$ cat src/rtl/imuoc_pkg.sv
// Shared types and constants for the IMU offset correction and calibration block.
// Holds the beat payloads, register indexes, orientation codes and reset offsets.
// No dependencies.
package imuoc_pkg;

	typedef logic signed [15:0] s16_t;
	typedef s16_t vec3_t [3];

	typedef struct packed {
		logic        op;
		logic        data_ready;
		logic        apply_accel_bias;
		logic signed [15:0] raw_ax;
		logic signed [15:0] raw_ay;
		logic signed [15:0] raw_az;
		logic signed [15:0] raw_gx;
		logic signed [15:0] raw_gy;
		logic signed [15:0] raw_gz;
	} sample_t;

	typedef struct packed {
		logic signed [15:0] out_ax;
		logic signed [15:0] out_ay;
		logic signed [15:0] out_az;
		logic signed [15:0] out_gx;
		logic signed [15:0] out_gy;
		logic signed [15:0] out_gz;
		logic [2:0]  orientation;
		logic signed [15:0] bias_x;
		logic signed [15:0] bias_y;
		logic signed [15:0] bias_z;
	} result_t;

	typedef struct packed {
		logic [1:0]  index;
		logic [15:0] wdata;
	} cfg_t;

	typedef struct {
		vec3_t bias_now;
		vec3_t bias_nxt;
		logic [2:0] orientation;
	} cal_stat_t;

	localparam logic OP_CORRECT   = 1'b0;
	localparam logic OP_CALIBRATE = 1'b1;

	localparam logic [1:0] REG_GYRO_BIAS_X = 2'd0;
	localparam logic [1:0] REG_GYRO_BIAS_Y = 2'd1;
	localparam logic [1:0] REG_GYRO_BIAS_Z = 2'd2;

	localparam logic [2:0] ORIENT_NONE = 3'd6;

	localparam s16_t ACCEL_BIAS_X_RESET = -16'sd8;
	localparam s16_t ACCEL_BIAS_Y_RESET = 16'sd25;
	localparam s16_t ACCEL_BIAS_Z_RESET = 16'sd141;
	localparam s16_t GYRO_BIAS_X_RESET  = -16'sd14;
	localparam s16_t GYRO_BIAS_Y_RESET  = 16'sd15;
	localparam s16_t GYRO_BIAS_Z_RESET  = -16'sd7;

endpackage

$ cat src/rtl/imuoc_chan_if.sv
// Valid/ready channel carrying one payload beat per handshake.
// The payload type is given by the instantiating module; no package dependency.
interface imuoc_chan_if #(
	parameter type payload_t = logic
) ();
	logic     valid;
	logic     ready;
	payload_t data;

	modport source (output valid, output data, input ready);
	modport sink   (input valid, input data, output ready);
endinterface

$ cat src/rtl/imuoc_calib.sv
// Accelerometer calibration state: peak records, offsets and dominant axis search.
// Depends on imuoc_pkg.
module imuoc_calib (
	input  logic              clk,
	input  logic              arst_n,
	input  logic              calibrate,
	input  logic              fire,
	input  imuoc_pkg::vec3_t  accel,
	output imuoc_pkg::cal_stat_t stat
);
	import imuoc_pkg::*;

	vec3_t      bias_q;
	vec3_t      high_q;
	vec3_t      low_q;
	vec3_t      bias_nxt;
	s16_t       hi_new;
	s16_t       lo_new;
	s16_t       sel;
	s16_t       other;
	logic [16:0] mag [3];
	logic [16:0] ext;
	logic [16:0] sum;
	logic [16:0] adj;
	logic [1:0]  axis;
	logic        neg;

	always_comb begin
		for (int i = 0; i < 3; i++) begin
			ext = {accel[i][15], accel[i]};
			mag[i] = accel[i][15] ? (~ext + 17'd1) : ext;
		end
		// Ties resolve toward x, then y.
		if (mag[0] >= mag[1] && mag[0] >= mag[2]) begin
			axis = 2'd0;
		end else if (mag[1] >= mag[2]) begin
			axis = 2'd1;
		end else begin
			axis = 2'd2;
		end
		sel = accel[axis];
		neg = sel[15];
		hi_new = neg ? high_q[axis] : sel;
		lo_new = neg ? sel : low_q[axis];
		other = neg ? high_q[axis] : low_q[axis];
		sum = {hi_new[15], hi_new} + {lo_new[15], lo_new};
		// Adding the sign bit before the shift truncates toward zero.
		adj = sum + {16'd0, sum[16]};
		bias_nxt = bias_q;
		if (calibrate && other != 16'sd0) begin
			bias_nxt[axis] = adj[16:1];
		end
		stat.bias_now = bias_q;
		stat.bias_nxt = bias_nxt;
		stat.orientation = calibrate ? {axis, ~neg} : ORIENT_NONE;
	end

	always_ff @(posedge clk or negedge arst_n) begin
		if (!arst_n) begin
			bias_q[0] <= ACCEL_BIAS_X_RESET;
			bias_q[1] <= ACCEL_BIAS_Y_RESET;
			bias_q[2] <= ACCEL_BIAS_Z_RESET;
			for (int i = 0; i < 3; i++) begin
				high_q[i] <= '0;
				low_q[i] <= '0;
			end
		end else if (calibrate && fire) begin
			bias_q <= bias_nxt;
			high_q[axis] <= hi_new;
			low_q[axis] <= lo_new;
		end
	end

endmodule

$ cat src/rtl/imu_offset_correct_and_calibrate_unit.sv
// Top level of the IMU offset correction and calibration block.
// Depends on imuoc_pkg, imuoc_chan_if and imuoc_calib.
//
//   channel  role  beat payload
//   sample   sink  op, data_ready, apply_accel_bias, raw_ax .. raw_gz
//   result   src   out_ax .. out_gz, orientation, bias_x .. bias_z
//   cfg      sink  index, wdata (gyro offset registers 0 to 2)
//
// A sample beat lands in the input register and its result then in the result
// register; a beat is taken every cycle unless the result stalls. Calibration
// state and the held sample update as an item leaves the input register. A
// stalled result holds both registers; reset sets all state but their data.
module imu_offset_correct_and_calibrate_unit (
	input logic          clk,
	input logic          arst_n,
	imuoc_chan_if.sink   sample,
	imuoc_chan_if.source result,
	imuoc_chan_if.sink   cfg
);
	import imuoc_pkg::*;

	sample_t   s1_q;
	logic      s1_valid_q;
	result_t   res_q;
	logic      res_valid_q;
	vec3_t     last_acc_q;
	vec3_t     last_gyr_q;
	s16_t      gbias_x_q;
	s16_t      gbias_y_q;
	s16_t      gbias_z_q;
	vec3_t     cur_acc;
	vec3_t     cur_gyr;
	result_t   res_nxt;
	cal_stat_t stat;
	logic      advance;
	logic      fire;
	logic      calibrate;
	logic      correct_acc;

	assign advance = !res_valid_q || result.ready;
	assign fire = s1_valid_q && advance;
	assign sample.ready = !s1_valid_q || advance;
	assign cfg.ready = 1'b1;
	assign calibrate = s1_valid_q && (s1_q.op == OP_CALIBRATE);
	assign correct_acc = (s1_q.op == OP_CORRECT) && s1_q.apply_accel_bias;

	always_comb begin
		if (s1_q.data_ready) begin
			cur_acc[0] = s1_q.raw_ax;
			cur_acc[1] = s1_q.raw_ay;
			cur_acc[2] = s1_q.raw_az;
			cur_gyr[0] = s1_q.raw_gx;
			cur_gyr[1] = s1_q.raw_gy;
			cur_gyr[2] = s1_q.raw_gz;
		end else begin
			cur_acc = last_acc_q;
			cur_gyr = last_gyr_q;
		end
	end

	imuoc_calib u_calib (
		.clk       (clk),
		.arst_n    (arst_n),
		.calibrate (calibrate),
		.fire      (fire),
		.accel     (cur_acc),
		.stat      (stat)
	);

	always_comb begin
		res_nxt.out_ax = correct_acc ? cur_acc[0] - stat.bias_now[0] : cur_acc[0];
		res_nxt.out_ay = correct_acc ? cur_acc[1] - stat.bias_now[1] : cur_acc[1];
		res_nxt.out_az = correct_acc ? cur_acc[2] - stat.bias_now[2] : cur_acc[2];
		res_nxt.out_gx = cur_gyr[0] - gbias_x_q;
		res_nxt.out_gy = cur_gyr[1] - gbias_y_q;
		res_nxt.out_gz = cur_gyr[2] - gbias_z_q;
		res_nxt.orientation = stat.orientation;
		res_nxt.bias_x = stat.bias_nxt[0];
		res_nxt.bias_y = stat.bias_nxt[1];
		res_nxt.bias_z = stat.bias_nxt[2];
	end

	always_ff @(posedge clk or negedge arst_n) begin
		if (!arst_n) begin
			s1_valid_q <= 1'b0;
			res_valid_q <= 1'b0;
		end else begin
			if (sample.valid && sample.ready) begin
				s1_valid_q <= 1'b1;
			end else if (fire) begin
				s1_valid_q <= 1'b0;
			end
			if (fire) begin
				res_valid_q <= 1'b1;
			end else if (result.ready) begin
				res_valid_q <= 1'b0;
			end
		end
	end

	always_ff @(posedge clk) begin
		if (sample.valid && sample.ready) begin
			s1_q <= sample.data;
		end
		if (fire) begin
			res_q <= res_nxt;
		end
	end

	always_ff @(posedge clk or negedge arst_n) begin
		if (!arst_n) begin
			for (int i = 0; i < 3; i++) begin
				last_acc_q[i] <= '0;
				last_gyr_q[i] <= '0;
			end
		end else if (fire) begin
			last_acc_q <= cur_acc;
			last_gyr_q <= cur_gyr;
		end
	end

	always_ff @(posedge clk or negedge arst_n) begin
		if (!arst_n) begin
			gbias_x_q <= GYRO_BIAS_X_RESET;
			gbias_y_q <= GYRO_BIAS_Y_RESET;
			gbias_z_q <= GYRO_BIAS_Z_RESET;
		end else if (cfg.valid && cfg.ready) begin
			case (cfg.data.index)
				REG_GYRO_BIAS_X: gbias_x_q <= cfg.data.wdata;
				REG_GYRO_BIAS_Y: gbias_y_q <= cfg.data.wdata;
				REG_GYRO_BIAS_Z: gbias_z_q <= cfg.data.wdata;
				default: ;
			endcase
		end
	end

	assign result.valid = res_valid_q;
	assign result.data = res_q;

endmodule

$ cat src/flat_wrapper.sv
// flat-port wrapper written by rule: the top's interface ports become plain ports
module imu_offset_correct_and_calibrate_unit_flat import imuoc_pkg::*;
  (clk, arst_n, sample_valid, sample_data, sample_ready, result_valid, result_data, result_ready, cfg_valid, cfg_data, cfg_ready);
  imuoc_chan_if #(.payload_t(sample_t)) sample_i ();
  imuoc_chan_if #(.payload_t(result_t)) result_i ();
  imuoc_chan_if #(.payload_t(cfg_t)) cfg_i ();
  input logic clk;
  input logic arst_n;
  input wire logic [$bits(sample_i.valid)-1:0] sample_valid;
  input wire logic [$bits(sample_i.data)-1:0] sample_data;
  output wire logic [$bits(sample_i.ready)-1:0] sample_ready;
  output wire logic [$bits(result_i.valid)-1:0] result_valid;
  output wire logic [$bits(result_i.data)-1:0] result_data;
  input wire logic [$bits(result_i.ready)-1:0] result_ready;
  input wire logic [$bits(cfg_i.valid)-1:0] cfg_valid;
  input wire logic [$bits(cfg_i.data)-1:0] cfg_data;
  output wire logic [$bits(cfg_i.ready)-1:0] cfg_ready;
  assign sample_i.valid = sample_valid;
  assign sample_i.data = sample_data;
  assign sample_ready = sample_i.ready;
  assign result_valid = result_i.valid;
  assign result_data = result_i.data;
  assign result_i.ready = result_ready;
  assign cfg_i.valid = cfg_valid;
  assign cfg_i.data = cfg_data;
  assign cfg_ready = cfg_i.ready;
  imu_offset_correct_and_calibrate_unit u_core (.clk(clk), .arst_n(arst_n), .sample(sample_i), .result(result_i), .cfg(cfg_i));
endmodule
$ cat config.mk
export PLATFORM = sky130hd
export DESIGN_NAME = imu_offset_correct_and_calibrate_unit_flat
export DESIGN_NICKNAME = d
export VERILOG_FILES = /design/src/rtl/imuoc_pkg.sv /design/src/rtl/imuoc_chan_if.sv /design/src/rtl/imuoc_calib.sv /design/src/rtl/imu_offset_correct_and_calibrate_unit.sv /design/src/flat_wrapper.sv
export SDC_FILE = /design/constraint.sdc
export NUM_CORES = 1
export LEC_CHECK = 0
export ABC_AREA = 1
export BUFFER_PORTS_ARGS = -buffer_cell sky130_fd_sc_hd__buf_2
export CAP_MARGIN = 20
export CORE_ASPECT_RATIO = 2
export CORE_MARGIN = 10
export CORE_UTILIZATION = 60
export CTS_CLUSTER_DIAMETER = 30
export DETAILED_ROUTE_END_ITERATION = 7
export PLACE_DENSITY = 0.8
export SYNTH_ARGS = -nofsm -noshare
export SYNTH_HDL_FRONTEND = slang
export SYNTH_SLANG_ARGS = --single-unit
$ cat constraint.sdc
create_clock -name clk -period 11.45 [get_ports clk]
set_input_delay 1.7175 -clock clk [delete_from_list [all_inputs] [get_ports clk]]
set_output_delay 1.7175 -clock clk [all_outputs]
set_load 0.01 [all_outputs]
* After elaboration in Yosys (flattened, before gate mapping)
Index checks and enable logic that the tools add are counted.
Operators by class: $add $sub $neg 11, order comparisons 5, equality and inequality tests 2, mux-type cells 32, bitwise operators 6, reduce and logical (&&, ||, !) cells 19
Operator list (number):
- 16-bit 2-to-1 mux | 13
- 48-bit bitwise mux | 3
- 48-bit 2-to-1 mux | 3
- 16-bit binary-select mux with 2-bit select | 3
- 16-bit subtractor | 6
- 17-bit by 1-bit adder with 17-bit output (second input constant) | 3
- 17-bit >= comparator | 3
- 17-bit 2-to-1 mux | 3
- 17-bit inverter | 3
- 16-bit demux with 2-bit select | 1
- 16-bit by 16-bit adder with 17-bit output | 1
- 17-bit by 1-bit adder with 17-bit output | 1
- 16-bit nonzero test | 1
- 1-bit logical AND | 8
- 2-bit AND reduction | 3
- 1-bit 2-to-1 mux | 4
- 2-bit 2-to-1 mux | 2
- 2-bit nonzero test | 2
- 3-bit >= comparator (second input constant) | 1
- 3-bit by 1-bit < comparator with 1-bit output (second input constant) | 1
- 2-bit inverter with 3-bit output | 1
- 2-bit by 1-bit equality test with 1-bit output (second input constant) | 1
- 2-bit equality test (second input constant) | 1
- 1-bit zero test | 2
- 3 further kinds | 5
Storage, ports and cells: bits in registers 536, bits of input ports 122, logic and storage cells 114

* Depth between registers and ports, before layout
depth after elaboration 16, mapped depth 61, gate-level depth less buffers 56

* Modules after synthesis
From an unflattened synthesis, not the netlist that was laid out.
Second synthesis, totals: cells, all modules 4001, area total of the unflattened synthesis 31672.9 µm²
By module, submodules not included:
- imu_offset_correct_and_calibrate_unit | times used 1, cells an instance 2212, area an instance 20046.7 µm², seq. area each 11079.4 µm²
- imuoc_calib | times used 1, cells an instance 1789, area an instance 11626.2 µm², seq. area each 3628.5 µm²

* Least setup slack after synthesis
OpenSTA, ideal clock, no wires.
path kind register to register, start register u_core.s1_q[97] (netlist name), end register u_core.res_q, in the netlist u_core.result.data[47], data pin, setup time 255 ps, arrival time 8406 ps, slack 2790 ps, stages on the path, launching flop included 56, path through edfxtp_1 > buf_6 > buf_4 > buf_2 > clkbuf_1 > o21ai_0 > inv_1 > nor3_1 > nand3_1 > nor2_1 > nand2_1 > nor3_1 > nand3_1 > o21ai_0 > xor2_1 > inv_1 > ha_1 > nand2_1 > (+20 left out) > nand2_1 > o21ai_0 > inv_1 > nor2_1 > ha_1 > inv_1 > nor3_1 > or3b_2 > nor3_1 > nand3_1 > nor2_1 > nand3_1 > xor2_1 > nand2_1 > o21ai_0 > inv_1 > nand3_1 > and2_1
RTL lines:
- start: declaration | RTL line imu_offset_correct_and_calibrate_unit.sv:22 | sample_t s1_q;
- start signal: assignment | RTL line imu_offset_correct_and_calibrate_unit.sv:103 | s1_q <= sample.data;
- end signal: assignment | RTL line imu_offset_correct_and_calibrate_unit.sv:106 | res_q <= res_nxt;
- end: declaration | RTL line imu_offset_correct_and_calibrate_unit.sv:24 | result_t res_q;

==> metrics.txt <==
CTS Buffer Depth 3; Die ar. 59300 um^2; WS Path Type reg -> reg; dominant synthesized flop cell edfxtp_1; count of cell types in the netlist 53; Remaining DRCs 0; drt wl/cell around 21 um; most common cell after layout, fill and taps aside nand2_1; layout cell share with drive strength beyond 1 14.7%; CP Max Fanout 28; routed via count 25200; Synth Register Bits 536; CTS Buf Count 70; cell count after placement 4323; Compound-Gate Fraction of Synth Area 10.5%; worst slew pin tran roughly 1.2 ns; DIE HEIGHT 334 um; H-tree Lvls 3; Starting Density 60.5%; DR vias/cell 5.65; DP HPWL 70900 um; GPL Wtd Cong 1.07; clk slew on worst S/H paths ~0.06 ns; Area growth, synth to finish 15.3%; mux cell area share after synthesis less than 1%; ANT nets after route 0; Crit. End Element flip-flop; RSZ-0062 raised after global routing false; fin crit period 10.49 ns; period utilization 91.6%; Post-Synth Adder-Cell Area 7.09%; xor and xnor area share after synthesis roughly 3.9%; simple-gate share of the synthesized area 21.1%; final hold violation count 0; DRT Pass-1 Iters 7; Worst Skew 0.0328 ns; setup ws final ~0.96 ns; Final setup viols 0; final std cells w/o fill 4456; CP max stage cell o21ai_0; Port Buf Inserts 270; worst min-delay path class reg -> reg; initial antenna violation count 4; CP dominant cell by count o21ai_0; worst endpoint required time between 10 and 15 ns; pwr dens 323 nW/um^2; GRT Total Usage between 30% and 40%; Worst-Skew Late Latency around 0.62 ns; main combinational cell family by area after synthesis simple AND/OR/NAND/NOR gates; Congestion Overflow GR 0; largest net degree at the start of global routing 215; number of setup buffers added after CTS 0; number of global-route vias before repair between 20000 and 25000; FFs w/ async S/R, synth 54.1%; Die X 177 um; crit start category flip-flop; status finished, final reports clean; nets@finish 4040; max incr delay on CP 0.83 ns; core footprint 49100 um^2; syn_area_per_cell approximately 8.5 um^2; sequential share of the synthesized area between 40% and 50%; clk root buf clkbuf_16; most frequent cells in the layout nand2_1, inv_1, o21ai_0; pre-CTS WS 1.05 ns; Clock Sinks 536; Setup TNS 0 ns; Final Util 69.7%; I/O pins between 200 and 300; Post-synth EDFFs 246; first-pass GRT wire length 144000 um; worst vdd ir 313 uV; Synth Instances 3497; number of max-cap violations 0; Pleak roughly 16 nW; WL final 95600 um; FP Rows 115; Fmax around 0.095 GHz; Post-CTS Hold Fix Bufs 0; worst path arrival time between 10 and 15 ns; TritonCTS clock tree yes; Slew Viols, Final 0; DRT iter0 DRCs 2202; Rel. slew slack 20.8%; Yosys warnings 0; Post-Syn Area 29700 um^2
-- layout make-up --
| class | instances | area (um^2) |
|---|---|---|
| diodes | 2 | 5.00 |
| clock buffers | 88 | 2010 |
| clock inverters | 41 | 520 |
| fillers | 3889 | 14900 |
| inverters | 428 | 1610 |
| multi-input cells | 2397 | 12800 |
| flip-flops and latches | 536 | 14700 |
| well taps | 643 | 805 |
| repair buffers | 321 | 1810 |
-- power breakdown --
part | leakage (nW) | switching, mW | internal (mW)
logic | 9.37 | 3.97 | 1.82
clock network | 1.22 | 0.933 | 1.38
registers | 5.90 | 0.248 | 2.69
total | 16.5 | 5.15 | 5.88
-- worst max-delay path: cells and delay by family (launching register included) --
family / cells / cell delay [ns]
buffers and inverters: 8 / 1.34
AO/OA/AOI/OAI: 12 / 3.54
AND/OR/NAND/NOR: 17 / 3.35
flip-flops: 1 / 0.39
XOR/XNOR: 2 / 0.88
adder cells (fa/ha/maj): 3 / 0.84
-- synthesized netlist by cell type (3+ instances only) --
cell	n	area share (%)
a211oi_1	8	0.20
a21o_1	4	0.10
a21oi_1	116	2.0
a31oi_1	3	0.063
and2_1	52	1.1
buf_1	15	0.19
buf_2	23	0.39
buf_4	11	0.28
buf_6	7	0.27
clkbuf_1	85	1.1
dfrtp_1	239	20
dfstp_2	51	4.5
edfxtp_1	246	25
fa_1	7	0.47
ha_1	157	6.6
inv_1	413	5.2
inv_2	13	0.16
mux2i_1	4	0.13
nand2_1	1017	13
nand2_2	3	0.063
nand3_1	228	3.8
nand3_2	3	0.10
nand3b_1	9	0.23
nand4_1	7	0.15
nor2_1	130	1.6
nor3_1	14	0.24
nor4_1	4	0.084
o21ai_0	380	6.4
o21ai_1	20	0.34
o21ai_2	11	0.32
o221ai_1	12	0.35
o22ai_1	12	0.25
o31ai_1	6	0.15
or2_0	3	0.063
or2_1	5	0.11
or2_2	26	0.55
xnor2_1	48	1.4
xor2_1	85	2.5
-- routing by layer --
layer  vias up  track usage, %  wire [um]
met5         -               0         53
met4         8            24.3       8560
met3       337            5.96       6560
met2      1141            56.1      48700
met1     11800            32.8      31700
li1      11900               -          -
-- flip-flops by register name (all words and copies together) (netlist names), 48 cells and up --
| register | cells |
|---|---|
| u_core.result.data | 147 |
| u_core.s1_q | 99 |
| u_core.last_acc_q | 48 |
| u_core.last_gyr_q | 48 |
| u_core.u_calib.high_q | 48 |
| u_core.u_calib.low_q | 48 |
| u_core.u_calib.stat | 48 |
-- through the flow --
stage                     hold slack, ns  area, um^2  power (mW)
after global placement             0.455       31600        8.53
final                              0.468       34200        11.0
after CTS                          0.468       34200        10.9
after floorplan                    0.444       29700        6.54
after detailed placement           0.459       31600        8.58
after global routing               0.476       34200        11.7
-- path summary, 6_finish.rpt --
check                                                 endpoint                                 from  slack (ns)  cells after the start
max in group asynchronous      u_core.gbias_y_q[5]$_DFFE_PN0P_                               arst_n        8.74                      2
hold reg to reg            u_core.u_calib.stat[58]$_DFFE_PN1P_  u_core.u_calib.stat[58]$_DFFE_PN1P_        0.47                      2
setup reg to reg              u_core.result.data[13]$_DFFE_PP_            u_core.s1_q[97]$_DFFE_PP_        0.96                     42
setup / recovery              u_core.result.data[13]$_DFFE_PP_            u_core.s1_q[97]$_DFFE_PP_        0.96                     42
min in group asynchronous  u_core.u_calib.stat[63]$_DFFE_PN0P_                               arst_n        1.16                      1
hold / removal             u_core.u_calib.stat[58]$_DFFE_PN1P_  u_core.u_calib.stat[58]$_DFFE_PN1P_        0.47                      2
-- cell families (layout without fill, tap and decap cells) --
group	Yosys count	in the layout
buffers and inverters	569	878
XOR/XNOR	133	133
AND/OR/NAND/NOR	1505	1505
multiplexers	4	4
adder cells (fa/ha/maj)	164	164
AO/OA/AOI/OAI	584	584
flip-flops	536	536
other	2	9
-- timing repair --
action	in CTS	in global routing
gates resized for setup	0	2
hold endpoints to repair	0	0
setup endpoints to repair	0	9
Power figures use the tool's default switching activity.
